--- config.mk ---
export PLATFORM = sky130hd
export DESIGN_NAME = swtm_ctrl
export DESIGN_NICKNAME = d
export VERILOG_FILES = /design/src/hw/rtl/swtm_pkg.sv /design/src/hw/rtl/swtm_ctrl.sv
export SDC_FILE = /design/constraint.sdc
export NUM_CORES = 1
export LEC_CHECK = 0
export ABC_AREA = 1
export BUFFER_PORTS_ARGS = -buffer_cell sky130_fd_sc_hd__buf_2
export CAP_MARGIN = 10
export CELL_PAD_IN_SITES_DETAIL_PLACEMENT = 1
export CELL_PAD_IN_SITES_GLOBAL_PLACEMENT = 1
export CORE_AREA = 2 2 39 41
export DETAILED_ROUTE_END_ITERATION = 10
export DIE_AREA = 0 0 41 43
export MAX_ROUTING_LAYER = met4
export PLACE_DENSITY_LB_ADDON = 0.08
export SYNTH_ARGS = -nofsm -noshare
export SYNTH_HDL_FRONTEND = slang
export SYNTH_SLANG_ARGS = --single-unit
--- constraint.sdc ---
create_clock -name clk -period 1.74 [get_ports clk]
set_input_delay 0.261 -clock clk [delete_from_list [all_inputs] [get_ports clk]]
set_output_delay 0.261 -clock clk [all_outputs]
set_load 0.02 [all_outputs]
--- src/hw/rtl/swtm_pkg.sv ---
package swtm_pkg;

  localparam int SampleBits = 16;
  localparam int AddrBits   = 8;
  localparam int LenBits    = 9;
  localparam int TrimBits   = 7;
  localparam int SumBits    = 24;
  localparam int WinDepth   = 256;
  localparam int DivSteps   = 24;
  localparam int CntBits    = 5;

  localparam logic [LenBits-1:0]  LEN_RESET  = 9'd256;
  localparam logic [LenBits-1:0]  LEN_MAX    = 9'd256;
  localparam logic [TrimBits-1:0] TRIM_RESET = 7'd16;

  // register indexes
  localparam logic [7:0] CFG_WINDOW_LENGTH = 8'd0;
  localparam logic [7:0] CFG_TRIM_COUNT    = 8'd1;

  // controller states, also used as datapath phase codes
  localparam logic [2:0] ST_IDLE = 3'd0;
  localparam logic [2:0] ST_RING = 3'd1;
  localparam logic [2:0] ST_REM  = 3'd2;
  localparam logic [2:0] ST_INS  = 3'd3;
  localparam logic [2:0] ST_SUM  = 3'd4;
  localparam logic [2:0] ST_DIV  = 3'd5;
  localparam logic [2:0] ST_DONE = 3'd6;

  typedef struct packed {
    logic       load;
    logic [2:0] phase;
    logic       first;
    logic       out_load;
  } cmd_t;

  typedef struct packed {
    logic full;
    logic done;
  } status_t;

endpackage

--- src/hw/rtl/swtm_ctrl.sv ---
module swtm_ctrl (
  input  logic             clk,
  input  logic             rst,
  input  logic             in_valid,
  output logic             in_ready,
  output logic             out_valid,
  input  logic             out_ready,
  input  swtm_pkg::status_t stat,
  output swtm_pkg::cmd_t    cmd
);

  logic [2:0] state;
  logic [2:0] state_next;
  logic       first;
  logic       out_load;

  assign in_ready = (state == swtm_pkg::ST_IDLE);

  // sequence the phases of one item
  always_comb begin
    state_next = state;
    out_load   = 1'b0;
    unique case (state)
      swtm_pkg::ST_IDLE: if (in_valid) state_next = swtm_pkg::ST_RING;
      swtm_pkg::ST_RING: state_next = stat.full ? swtm_pkg::ST_REM : swtm_pkg::ST_INS;
      swtm_pkg::ST_REM:  if (stat.done) state_next = swtm_pkg::ST_INS;
      swtm_pkg::ST_INS:  if (stat.done) state_next = swtm_pkg::ST_SUM;
      swtm_pkg::ST_SUM:  if (stat.done) state_next = swtm_pkg::ST_DIV;
      swtm_pkg::ST_DIV:  if (stat.done) state_next = swtm_pkg::ST_DONE;
      swtm_pkg::ST_DONE: begin
        if (!out_valid || out_ready) begin
          out_load   = 1'b1;
          state_next = swtm_pkg::ST_IDLE;
        end
      end
      default: state_next = swtm_pkg::ST_IDLE;
    endcase
  end

  always_comb begin
    cmd.load     = in_valid && in_ready;
    cmd.phase    = state;
    cmd.first    = first;
    cmd.out_load = out_load;
  end

  // hold state and the result flag
  always_ff @(posedge clk) begin
    if (rst) begin
      state     <= swtm_pkg::ST_IDLE;
      first     <= 1'b0;
      out_valid <= 1'b0;
    end else begin
      state <= state_next;
      first <= (state_next != state);
      if (out_load) out_valid <= 1'b1;
      else if (out_ready) out_valid <= 1'b0;
    end
  end

endmodule

== Word level (Yosys, flattened, before mapping) ==
Index checks and enable logic that the tools add are counted.
Word-level totals
  output and inout bits: 8
  flip-flop bits (word level): 5
  latch bits: 0
  word-level logic and storage cells: 27
  input bits: 6
  memories: 0
  memory bits (writable): 0
  ROM bits: 0
Operators by class
  eq/ne operators: 7
  order comparisons: 0
  div/mod/pow operators: 0
  muxes and demuxes: 12
  shifts and indexed selects: 0
  add/sub/neg operators: 0
  $mul: 0
  reduce and logical (&&, ||, !) cells: 5
  bitwise gates (word level): 0
Operators with widths (number)
  $pmux 3 s7: 1
  $mux 3: 6
  $eq 3x3->1 const B: 3
  $eq 3x2->1 const B: 2
  $mux 1: 5
  $eq 3x1->1 const B: 1
  $logic_not 3->1: 1
  $ne 3x3->1: 1
  $reduce_bool 2->1: 1
  $logic_and 1x1->1: 1
  $logic_not 1->1: 1
  $logic_or 1x1->1: 1

== Logic depth before layout (Yosys ltp) ==
  depth after elaboration: 5
  depth in mapped cells: 10
  mapped depth without buffers: 9

== Worst setup path before layout ==
Ideal clock, no wire load.
  path type: reg2out
  start: reg state[2]
  end: out in_ready
  cell stages (with the launch flop): 3
  arrival time: 1.042 ns
  slack: 0.437 ns
  data required time: 1.479 ns
  buffers on the path: 1
  path through: dfxtp_1 > buf_6 > nor3_1
Between the ends
  cells in the longest elaborated chain, start to end: 1
RTL lines
  from (decl): line swtm_ctrl.sv:12  | logic [2:0] state;
  from (signal assigned): line swtm_ctrl.sv:50  | state <= swtm_pkg::ST_IDLE;
  from (signal assigned): line swtm_ctrl.sv:54  | state <= state_next;
  $logic_not 3->1: line swtm_ctrl.sv:17  | assign in_ready = (state == swtm_pkg::ST_IDLE);
  to (decl): line swtm_ctrl.sv:5  | output logic in_ready,
Every way passes these cells.

==> results.md <==
- Status: completed
- Most frequent cells in the layout: buf_2, nand2_1, inv_1
- Post-synth top area share: 0.257
- Design Area, Final: 459 um^2
- Placer congestion estimate: approximately 0.77
- Max-cap violations: 0
- Mux contribution to synthesized area: 0
- Register bit total from synthesis: 5
- Worst-path clk slew: about 0.05 ns
- Hold buffer count at cts: 0
- Actual slew at the worst max-slew pin: 0.463 ns
- Slew Limit Fails: 0
- Mapped cell area: 389 um^2
- Synth Area in Compound Gates: 0.0965
- RSZ-0062 raised after global routing: no
- Minimum clock period: 1.60 ns
- WL met1: 454 um
- Die area: between 1500 and 2000 um^2
- Area leader, netlist: dfxtp_1
- Dpl cell area: 433 um^2
- Synth-to-Final Area Change: 18.0%
- Most common cell after layout, fill and taps aside: buf_2
- R2R Setup Slk: 0.39 ns
- Io pins: 14
- CP Data Required Time: about 1.5 ns
- Skew final: 0.00156 ns
- Rows: 14
- Setup crit start kind: flop
- Static leakage: between 0.2 and 0.3 nW
- ANT nets after route: 0
- Fmax: 625 MHz
- Initial drt markers: 1
- Crit Path Category: flop to output port
- Area share of fa/ha/maj cells after synthesis: 0
- PwrDens: 964 nW/um^2
- Root buf cell: clkbuf_4
- Metal3 WL: a little under 50 um
- Hold slack: 0.235 ns
- DR pass1 iterations: 2
- Final Hold Viols: 0
- NumNets Final: 76
- Synth Area per Inst: roughly 6.9 um^2
- Min-delay worst type: input port to flop
- Post-Synth XOR/XNOR Area: 0
- Post-route worst setup slack: around 0.14 ns
- Syn Inst Count: 56
- Hold Crit Start: rst
- First-pass GRT wire length: approximately 1500 um
- Global route total overflow: 0
- Vert. Die Dim: 43 um
- Hold Path Depth: 2
- DR WL/cell: approximately 12 um
- TritonCTS clock tree: yes
- Vias in the first global route: 373
- Initial Util: 0.281
- IO Port Bufs: 13
- Die Width: 41 um
- DR WL met2: about 480 um
- Total Routing Usage GR: 0.134
- Pre-CTS setup slack: 0.390 ns
- Vias: ~390
- CORE AREA: approximately 1400 um^2
- Sequential area share after synthesis: 0.257
- Headroom to the max-slew limit: 0.691
- Post-Syn Nets: 62
- Fraction of layout cells with a size suffix above 1: 0.362
- Largest cells by area after synthesis: dfxtp_1, nand2_1, inv_1, buf_6, nand3_2
- Initial antenna violation count: 0
- Worst-path fanout max: 9
- Reg2reg path depth: 9
- DR DRC count: 0
- Clk sinks: 5
- Reg-to-reg endpoint: first
- Crit path arrival time: 1.34 ns
- Clock latency at the later pin of the worst-skew pair: 0.25 ns
- Yosys Warn Count: 0
- Hold Crit Endpoint: state[1]
- Pin count of the biggest net entering global routing: 11
- Post-synthesis share of cell area spent on and, or, nand and nor gates: 0.399
- Inserted Clock Buffers: 3
- Main combinational cell family by area after synthesis: simple AND/OR/NAND/NOR gates
- Final setup violation count: 0
- Worst VDD drop: 0.441 mV
- Setup TNS: 0 ns
- CTS H-tree lvls: 1
- N_diodes: 0
- Drt via density: 4.56
- CTS max path bufs: 2
- Tcrit/Tclk final: 0.919
- RR Startpoint: state[2]
- Crit path capture type: output port
- Final WL: approximately 1000 um
- Setup repair bufs after CTS: 0
- Yosys cell types: 17
- Post-DP HPWL: 726 um
- Max Used Layer: met3
- Cts repair resizes: 0
## layout make-up
cell class                      instances  area (um^2)
Inverter                               12         47.5
Clock buffer                            4         26.3
Tap cell                               16         20.0
Sequential cell                         5          100
Timing Repair Buffer                   14         72.6
Multi-Input combinational cell         34          193
Fill cell                             184          925
## state kept, by name, indices dropped and copies added (netlist names)
register   flops
state          3
first          1
out_valid      1
## metal layers
metal	vias to the layer above	global-route usage
li1	203	-
met1	175	0.155
met2	10	0.200
met3	0	0.0628
met4	0	0.0400
met5	-	-
## where the power goes
part           internal, mW  switching, mW  leakage, nW
Sequential            0.128         0.0208       0.0410
Combinational        0.0570         0.0974        0.211
Clock                0.0870         0.0528       0.0150
Total                 0.272          0.171        0.267
## worst max-delay path, stage by stage, from the launching register on
cell	delay (ns)
dfxtp_1	0.60
nand3_1	0.21
nor2_1	0.11
buf_2	0.17
## logic make-up (layout without fill, tap and decap cells)
logic type / after synthesis / in the layout
AO/OA/AOI/OAI: 6 / 6
flip-flops: 5 / 5
AND/OR/NAND/NOR: 28 / 28
buffers and inverters: 17 / 30
## metrics by stage
step           power, mW  cells  utilization
2_1_floorplan      0.277     56            -
3_3_place_gp       0.307     81        0.313
3_5_place_dp       0.306     81        0.313
4_1_cts            0.453     85        0.332
5_1_grt            0.473     85        0.332
6_report           0.443     85        0.332
## Yosys cell counts, drive strengths merged
cell / instances
nor2: 6
nor3: 2
buf: 5
inv: 12
a31oi: 2
nand2: 11
dfxtp: 5
nand4: 2
o211ai: 2
nand3: 7
a21oi: 2
## worst max-delay path by stage
stage / startpoint / endpoint / depth (start not counted)
after floorplan: state[2] / in_ready / 2
after global placement: state[2] / first / 9
after detailed placement: state[2] / cmd[0] / 3
after CTS: state[2] / cmd[0] / 3
after global routing: state[2] / cmd[0] / 3
final: state[2] / cmd[0] / 3
No activity file was read; power rests on OpenSTA's default activity.
